$ cat config.mk
export PLATFORM = sky130hd
export DESIGN_NAME = dpcm_unary_pixel_encoder_flat
export DESIGN_NICKNAME = d
export VERILOG_FILES = /design/src/rtl/dpcm_enc_pkg.sv /design/src/rtl/dpcm_pixel_if.sv /design/src/rtl/dpcm_code_if.sv /design/src/rtl/dpcm_enc_quant.sv /design/src/rtl/dpcm_unary_pixel_encoder.sv /design/src/flat_wrapper.sv
export SDC_FILE = /design/constraint.sdc
export NUM_CORES = 1
export LEC_CHECK = 0
export ABC_AREA = 1
export BUFFER_PORTS_ARGS = -buffer_cell sky130_fd_sc_hd__buf_2
export CAP_MARGIN = 15
export CORE_MARGIN = 8
export CORE_UTILIZATION = 24
export CTS_CLUSTER_SIZE = 28
export DETAILED_ROUTE_END_ITERATION = 8
export PLACE_DENSITY = 0.4
export SYNTH_ARGS = -nofsm -noshare
export SYNTH_HDL_FRONTEND = slang
export SYNTH_HIERARCHICAL = 1
export SYNTH_SLANG_ARGS = --single-unit
$ cat constraint.sdc
create_clock -name clk -period 10.36 [get_ports clk]
set_input_delay 1.036 -clock clk [delete_from_list [all_inputs] [get_ports clk]]
set_output_delay 1.036 -clock clk [all_outputs]
set_load 0.005 [all_outputs]
$ cat src/rtl/dpcm_enc_pkg.sv
// ----------------------------------------------------------------------------
// dpcm_enc_pkg
// Shared constants, widths and result types for the DPCM unary pixel encoder.
// ----------------------------------------------------------------------------
package dpcm_enc_pkg;

    localparam int PIXEL_W     = 8;
    localparam int CODE_W      = 33;
    localparam int LEN_W       = 6;

    // Quantiser step and the largest quotient magnitude that is still coded.
    localparam int QSTEP       = 15;
    localparam int QMAX        = 16;
    localparam int QMAG_W      = 5;

    // Division by the step: floor(m / 15) == (m * 137) >> 11 for 0 <= m <= 255.
    localparam int RECIP       = 137;
    localparam int RECIP_SHIFT = 11;
    localparam int PROD_W      = 16;

    // Length of the raw code that opens a row.
    localparam logic [LEN_W-1:0] RAW_LEN = LEN_W'(PIXEL_W);

    typedef struct packed {
        logic [CODE_W-1:0] code_bits;
        logic [LEN_W-1:0]  code_length;
        logic              overflow;
    } code_res_t;

    typedef struct packed {
        code_res_t          res;
        logic [PIXEL_W-1:0] recon;
    } quant_out_t;

endpackage

$ cat src/rtl/dpcm_pixel_if.sv
// ----------------------------------------------------------------------------
// dpcm_pixel_if
// Valid/ready channel that carries one pixel item and its row start mark.
// ----------------------------------------------------------------------------
interface dpcm_pixel_if;

    logic       valid;
    logic       ready;
    logic [7:0] pixel;
    logic       row_start;

    modport source (output valid, output pixel, output row_start, input ready);
    modport sink   (input valid, input pixel, input row_start, output ready);

endinterface

$ cat src/rtl/dpcm_code_if.sv
// ----------------------------------------------------------------------------
// dpcm_code_if
// Valid/ready channel that carries one code word item.
// ----------------------------------------------------------------------------
interface dpcm_code_if;

    logic        valid;
    logic        ready;
    logic [32:0] code_bits;
    logic [5:0]  code_length;
    logic        overflow;

    modport source (output valid, output code_bits, output code_length,
                    output overflow, input ready);
    modport sink   (input valid, input code_bits, input code_length,
                    input overflow, output ready);

endinterface

$ cat src/rtl/dpcm_enc_quant.sv
// ----------------------------------------------------------------------------
// dpcm_enc_quant
// Prediction, step-15 quantiser, reconstruction update and unary coder, with a raw code at row start.
// ----------------------------------------------------------------------------
module dpcm_enc_quant (
    input  logic [dpcm_enc_pkg::PIXEL_W-1:0] pixel,
    input  logic                             row_start,
    input  logic [dpcm_enc_pkg::PIXEL_W-1:0] recon,
    output dpcm_enc_pkg::quant_out_t         result
);
    import dpcm_enc_pkg::*;

    logic signed [PIXEL_W:0] diff;
    logic                    neg;
    logic [PIXEL_W-1:0]      mag;
    logic [PROD_W-1:0]       prod;
    logic [QMAG_W-1:0]       qmag;
    logic [PIXEL_W:0]        step;
    logic [PIXEL_W-1:0]      recon_adv;
    logic [LEN_W-1:0]        n;
    logic                    ovf;
    logic [CODE_W-2:0]       ones;

    always_comb
    begin
        diff = $signed({1'b0, pixel}) - $signed({1'b0, recon});
        neg  = diff[PIXEL_W];
        mag  = neg ? PIXEL_W'(-diff) : diff[PIXEL_W-1:0];

        // Magnitude of the quotient, truncated toward zero.
        prod = PROD_W'(mag) * PROD_W'(RECIP);
        qmag = prod[PROD_W-1:RECIP_SHIFT];
        step = (PIXEL_W+1)'({qmag, 4'b0000}) - (PIXEL_W+1)'(qmag);

        // The new value lies between the old one and the pixel.
        recon_adv = neg ? recon - step[PIXEL_W-1:0] : recon + step[PIXEL_W-1:0];

        ovf = (qmag > QMAG_W'(QMAX));
        if (qmag == '0)
        begin
            n = '0;
        end
        else if (neg)
        begin
            n = {qmag, 1'b0};
        end
        else
        begin
            n = {qmag, 1'b0} - LEN_W'(1);
        end

        ones = {(CODE_W-1){1'b1}} >> (LEN_W'(CODE_W - 1) - n);

        if (row_start)
        begin
            result.res.code_bits   = CODE_W'(pixel);
            result.res.code_length = RAW_LEN;
            result.res.overflow    = 1'b0;
            result.recon           = pixel;
        end
        else if (ovf)
        begin
            result.res.code_bits   = '0;
            result.res.code_length = '0;
            result.res.overflow    = 1'b1;
            result.recon           = recon_adv;
        end
        else
        begin
            result.res.code_bits   = {ones, 1'b0};
            result.res.code_length = n + LEN_W'(1);
            result.res.overflow    = 1'b0;
            result.recon           = recon_adv;
        end
    end

endmodule

$ cat src/rtl/dpcm_unary_pixel_encoder.sv
// ----------------------------------------------------------------------------
// dpcm_unary_pixel_encoder
// Row-wise DPCM encoder: raw pixel at row start, then unary-coded step-15
// quantiser indices against a running reconstruction.
// ----------------------------------------------------------------------------
// Path: an accepted input item is held in the input register, and its result
// is then registered in the result register, from which it is offered.
// Throughput: one item per cycle while the output is not stalled; the
// reconstruction loop (subtract, constant divide by 15, multiply-add) closes through one register.
// Reset: asynchronous, active low; clears valid flags and the reconstruction
// to zero. Payload registers are not reset.
module dpcm_unary_pixel_encoder (
    input  logic         clk,
    input  logic         rst_n,
    dpcm_pixel_if.sink   samples,
    dpcm_code_if.source  codes
);
    import dpcm_enc_pkg::*;

    // Input register stage.
    logic                 in_valid_reg;
    logic [PIXEL_W-1:0]   pixel_reg;
    logic                 row_start_reg;

    // Reconstruction held on the decoder side of the loop.
    logic [PIXEL_W-1:0]   recon_reg;

    // Result register stage.
    logic                 out_valid_reg;
    code_res_t            res_reg;

    quant_out_t           quant;
    logic                 out_free;
    logic                 advance;

    // The result register can take a new item when it is empty or being drained.
    // The input stage moves forward whenever it holds an item and there is room.
    assign out_free      = !out_valid_reg || codes.ready;
    assign advance       = in_valid_reg && out_free;
    assign samples.ready = !in_valid_reg || out_free;

    dpcm_enc_quant u_quant (
        .pixel     (pixel_reg),
        .row_start (row_start_reg),
        .recon     (recon_reg),
        .result    (quant)
    );

    // Control registers, including the reconstruction, are reset.
    always_ff @(posedge clk or negedge rst_n)
    begin
        if (!rst_n)
        begin
            in_valid_reg  <= 1'b0;
            out_valid_reg <= 1'b0;
            recon_reg     <= '0;
        end
        else
        begin
            if (samples.ready)
            begin
                in_valid_reg <= samples.valid;
            end
            if (out_free)
            begin
                out_valid_reg <= in_valid_reg;
            end
            if (advance)
            begin
                recon_reg <= quant.recon;
            end
        end
    end

    // Payload registers carry no reset.
    always_ff @(posedge clk)
    begin
        if (samples.ready && samples.valid)
        begin
            pixel_reg     <= samples.pixel;
            row_start_reg <= samples.row_start;
        end
        if (advance)
        begin
            res_reg <= quant.res;
        end
    end

    assign codes.valid       = out_valid_reg;
    assign codes.code_bits   = res_reg.code_bits;
    assign codes.code_length = res_reg.code_length;
    assign codes.overflow    = res_reg.overflow;

    // The reconstruction only moves when an item passes into the result stage.
    assert property (@(posedge clk) disable iff (!rst_n)
        !advance |=> $stable(recon_reg))
        else $error("reconstruction changed without an item advancing");

    // An item that advances is always offered on the output in the next cycle.
    assert property (@(posedge clk) disable iff (!rst_n)
        advance |=> out_valid_reg)
        else $error("advanced item was lost before the result register");

    // An overflowed item never carries a code.
    assert property (@(posedge clk) disable iff (!rst_n)
        (out_valid_reg && res_reg.overflow) |-> (res_reg.code_length == '0))
        else $error("overflow item carries a non-empty code");

    // Code lengths never exceed the code word width.
    assert property (@(posedge clk) disable iff (!rst_n)
        out_valid_reg |-> (res_reg.code_length <= LEN_W'(CODE_W)))
        else $error("code length beyond the code word width");

endmodule
$ cat src/flat_wrapper.sv
// flat-port wrapper written by rule: the top's interface ports become plain ports
module dpcm_unary_pixel_encoder_flat import dpcm_enc_pkg::*;
  (clk, rst_n, samples_valid, samples_pixel, samples_row_start, samples_ready, codes_valid, codes_code_bits, codes_code_length, codes_overflow, codes_ready);
  dpcm_pixel_if samples_i ();
  dpcm_code_if codes_i ();
  input  logic clk;
  input  logic rst_n;
  input wire logic [$bits(samples_i.valid)-1:0] samples_valid;
  input wire logic [$bits(samples_i.pixel)-1:0] samples_pixel;
  input wire logic [$bits(samples_i.row_start)-1:0] samples_row_start;
  output wire logic [$bits(samples_i.ready)-1:0] samples_ready;
  output wire logic [$bits(codes_i.valid)-1:0] codes_valid;
  output wire logic [$bits(codes_i.code_bits)-1:0] codes_code_bits;
  output wire logic [$bits(codes_i.code_length)-1:0] codes_code_length;
  output wire logic [$bits(codes_i.overflow)-1:0] codes_overflow;
  input wire logic [$bits(codes_i.ready)-1:0] codes_ready;
  assign samples_i.valid = samples_valid;
  assign samples_i.pixel = samples_pixel;
  assign samples_i.row_start = samples_row_start;
  assign samples_ready = samples_i.ready;
  assign codes_valid = codes_i.valid;
  assign codes_code_bits = codes_i.code_bits;
  assign codes_code_length = codes_i.code_length;
  assign codes_overflow = codes_i.overflow;
  assign codes_i.ready = codes_ready;
  dpcm_unary_pixel_encoder u_core (.clk(clk), .rst_n(rst_n), .samples(samples_i), .codes(codes_i));
endmodule
**Yosys cells after proc, flatten, opt, wreduce, memory -nomap -nowiden**

Index checks and enable logic that the tools add are counted.

- Word-level logic and storage cells: 35
- Bits of input ports: 13
- Flip-flop bits (word level): 59

- Reduce and logical (&&, ||, !) cells: 8
- Multiply operators: 1
- Magnitude comparators: 1
- Multiplexer cells: 6
- Shift operators: 1
- $add $sub $neg: 8

Operator list:

| kind | number |
|---|---|
| $mux 23 | 2 |
| $shr 32x6->32 const A | 1 |
| $mul 8x8->16 const B | 1 |
| $mux 8 | 2 |
| $mux 6 | 2 |
| $sub 8x8->9 | 1 |
| $add 8x8->8 | 1 |
| $neg 8->8 | 1 |
| $sub 8x5->8 | 1 |
| $sub 8x8->8 | 1 |
| $add 6x1->6 const B | 1 |
| $sub 6x1->6 const B | 1 |
| $sub 6x6->6 const A | 1 |
| $gt 5x5->1 const B | 1 |
| $logic_not 5->1 | 1 |
| $logic_and 1x1->1 | 2 |
| $logic_not 1->1 | 2 |
| $logic_or 1x1->1 | 2 |
| $reduce_or 2->1 | 1 |

**Depth between registers and ports, before layout**

- Word-level depth: 11
- Mapped depth: 54

**By module**

Netlist, hierarchy kept.

Modules (own cells, without submodules):

| module | area an instance (um2) | instances | cells an instance |
|---|---|---|---|
| dpcm_enc_quant | 2855.2 | 1 | 510 |
| dpcm_unary_pixel_encoder | 1873.0 | 1 | 93 |

**Worst setup path before layout**

OpenSTA, ideal clock, no wires.

- Kind: register -> register
- Start: register u_core.recon_reg[0]
- End: register u_core.recon_reg[7]
- Data arrival time: 6.163 ns
- Stages on the path, launching flop included: 50
- Path buffers: 0
- Path slack: 4.081 ns
- Library setup time: 0.117 ns
- Cell sequence: dfrtp_1 > ha_1 > fa_1 > inv_1 > nand3_1 > nand2_2 > nand2_1 > nand4_1 > nand2_1 > nand4_1 > nand2_1 > or2_1 > nand2_2 > inv_2 > nor2_1 > ha_1 > ha_1 > ha_1 > [14 not listed] > ha_1 > inv_1 > nor2_1 > nor2_1 > o21ai_0 > inv_1 > nor2_1 > nor2_1 > nor2_1 > nor2_1 > xor2_1 > nand3b_1 > nand2_1 > nand3_1 > nand3_1 > nand2_1 > nand3_1 > nand2_1

RTL lines:

| item | RTL line | source |
|---|---|---|
| start, declared | dpcm_unary_pixel_encoder.sv:26 | `logic [PIXEL_W-1:0] recon_reg;` |
| start signal, assigned | dpcm_unary_pixel_encoder.sv:70 | `recon_reg <= quant.recon;` |

==> qor.csv <==
stage,metric,value,unit
status,outcome,finished clean,
logic_synthesis,synth_seq_cells,59,
worst_setup_path,crit_buf_inv,7,
cts,h-tree-depth,3,
sta,rsz0062_at_grt,false,
sta,finalMaxSlewViolations,0,
place,gp_congestion,0.814,
final_layout,syn_to_final_growth,18.0,%
final_layout,final_util,28.8,%
routing,post_drt_wl_per_cell,12.9,µm
logic_synthesis,synth_top_cell_by_area,edfxtp_1,
logic_synthesis,netlist_area,4730,µm²
logic_synthesis,syn_avg_cell_area,7.84,µm²
worst_setup_path,crit_type,reg -> reg,
floorplan,die_h,156,µm
routing,wl,12.0,mm
final_layout,drive_gt1_share,18.7,%
logic_synthesis,synth_edf_count,49,
cts,clockBufferDepth,2,
cts,clk_pin_slew,50,ps
floorplan,io_pins,55,
sta,setup_viol,0,
logic_synthesis,yosys-top-cells-area,"edfxtp_1 31%, ha_1 12%, nand2_1 12%",
final_layout,fin_nets,719,
routing,dr.first_iter.drc_count,198,
sta,worst_pin_slew,841,ps
cts,cts-root-buf,clkbuf_16,
global_routing,grt_max_degree,41,
floorplan,start_util,24.4,%
global_routing,grt_pass1_vias,4014,
global_routing,grtUsageTotal,10.0,%
cts,numCtsBuffers,9,
global_routing,antenna_found_initial,0,
floorplan,core-area,19400,µm²
sta,setup_tns,0,ps
logic_synthesis,synth_most_common_cell,nand2_1,
worst_setup_path,critical_path.max_stage_delay,400,ps
worst_setup_path,crit_fanout,6,
worst_setup_path,crit_family,simple AND/OR/NAND/NOR gates,
worst_setup_path,cp_slowest_cell,dfrtp_1,
cts,cts_setup_buffers,0,
logic_synthesis,yosysWarnings,6,
logic_synthesis,synthFlopType,edfxtp_1,
run,cap_violations,0,
worst_setup_path,startpoint_type,flip-flop,
logic_synthesis,netlist_instances,603,
place,hpwl,9.66,mm
cts,numClockSinks,59,
floorplan,fp-row-count,51,
logic_synthesis,syn_nets,663,
logic_synthesis,synthDistinctLibCells,42,
global_routing,grt_overflow,0,
logic_synthesis,yosysSeqAreaShare,36.4,%
sta,hold_viol,0,
sta,fin_crit_sh,67.9,%
cts,clk_latency,330,ps
sta,max_freq,142,MHz
routing,ant_nets,0,
final_layout,largest_reg_flops,33,
sta,finalCriticalPeriod,7030,ps
cts,postCtsResizedCells,0,
global_routing,grt_pass1_wl,19.6,mm
sta,slew_headroom,43.9,%
final_layout,diodes,0,
floorplan,dieWidth,156,µm
routing,post_drt_via_cell_ratio,4.27,
cts,ctsHoldBuffers,0,
routing,route.detailed.drc,0,
logic_synthesis,synth_top_area_share,31.1,%
worst_setup_path,required,10580,ps
worst_setup_path,end_kind,flip-flop,
cts,tritoncts,done,
place,io_buffers,54,
worst_setup_path,cp.arrival,7250,ps
worst_setup_path,cpMostUsedCell,nand2_1,
routing,first_pass_iters,7,
logic_synthesis,ys_top_cells_by_count,"149 x nand2_1, 78 x inv_1, 75 x nor2_1",
routing,vias,3962,
logic_synthesis,async_reset_ff_share,16.9,%
sta,fin_worst_skew,5.76,ps
floorplan,dieArea,24400,µm²
min_path,hp-class,reg -> reg,
-- tightest hold or removal path: stages (launching register included) --
cell	delay, ps
dfrtp_1	370
nand2_1	60
nand2_1	50
-- logic make-up (layout without fill, tap and decap cells) --
| group | Yosys count | in the layout | synth area share [%] |
|---|---|---|---|
| simple gates | 344 | 344 | 34.2 |
| buf+inv | 95 | 155 | 8.18 |
| flops | 59 | 59 | 36.4 |
| fa+ha+maj | 47 | 47 | 12.8 |
| compound gates | 43 | 43 | 5.27 |
| xor+xnor | 15 | 15 | 3.18 |
-- stage by stage --
step           instance area [µm²]  cells  hold slack (ps)  setup slack [ps]
2_1_floorplan                 4730    603              467              4080
3_3_place_gp                  5270    913              500              3280
3_5_place_dp                  5270    913              501              3280
4_1_cts                       5580    928              516              3240
5_1_grt                       5580    928              541              2450
6_report                      5580    928              513              3330
-- placed cells by master (no fill, tap or decap), types with 2 or more instances in the layout --
cell type and instances:
nand2_1 149, inv_1 78, nor2_1 75, buf_2 54, nand3_1 52, edfxtp_1 49, ha_1 45, nand2_2 24
a21oi_1 15, o21ai_0 14, nand4_1 12, xor2_1 11, dfrtp_1 10, clkbuf_16 9, inv_2 6, nand2_4 6
nand3_2 6, nor3_1 5, o21ai_1 4, and2_1 3, nand3b_1 3, xnor2_1 3, a21oi_2 3, bufinv_16 2
clkinv_2 2, o211ai_1 2, or2_2 2, fa_1 2
-- path summary, 6_finish.rpt --
path | startpoint | to | slack [ps] | cells past startpoint
min reg2reg | u_core/recon_reg[3] | u_core/recon_reg[3] | 510 | 2
min in group asynchronous | rst_n | u_core/recon_reg[4] | 580 | 1
max in group asynchronous | rst_n | u_core/recon_reg[3] | 9570 | 1
min | u_core/recon_reg[3] | u_core/recon_reg[3] | 510 | 2
max | u_core/recon_reg[0] | u_core/recon_reg[7] | 3330 | 49
max reg2reg | u_core/recon_reg[0] | u_core/recon_reg[7] | 3330 | 49
-- routing by layer --
metal,part of all wire (%),GRT usage [%],up-vias
li1,-,-,2078
met1,47,12.3,1771
met2,46,16.7,102
met3,5.8,3.01,11
met4,1.3,2.70,0
met5,0,0,-
-- layout make-up --
cell class,count,area (µm²)
clock inverters,5,78.8
clock buffers,10,229
inverters,85,319
multi-input cells,449,2620
well taps,265,332
repair buffers,55,278
fillers,2100,13800
flip-flops and latches,59,1720
Power is left out: the tool's default activity adds up to more than one toggle a clock period on the data nets, which glitch-free logic cannot reach.
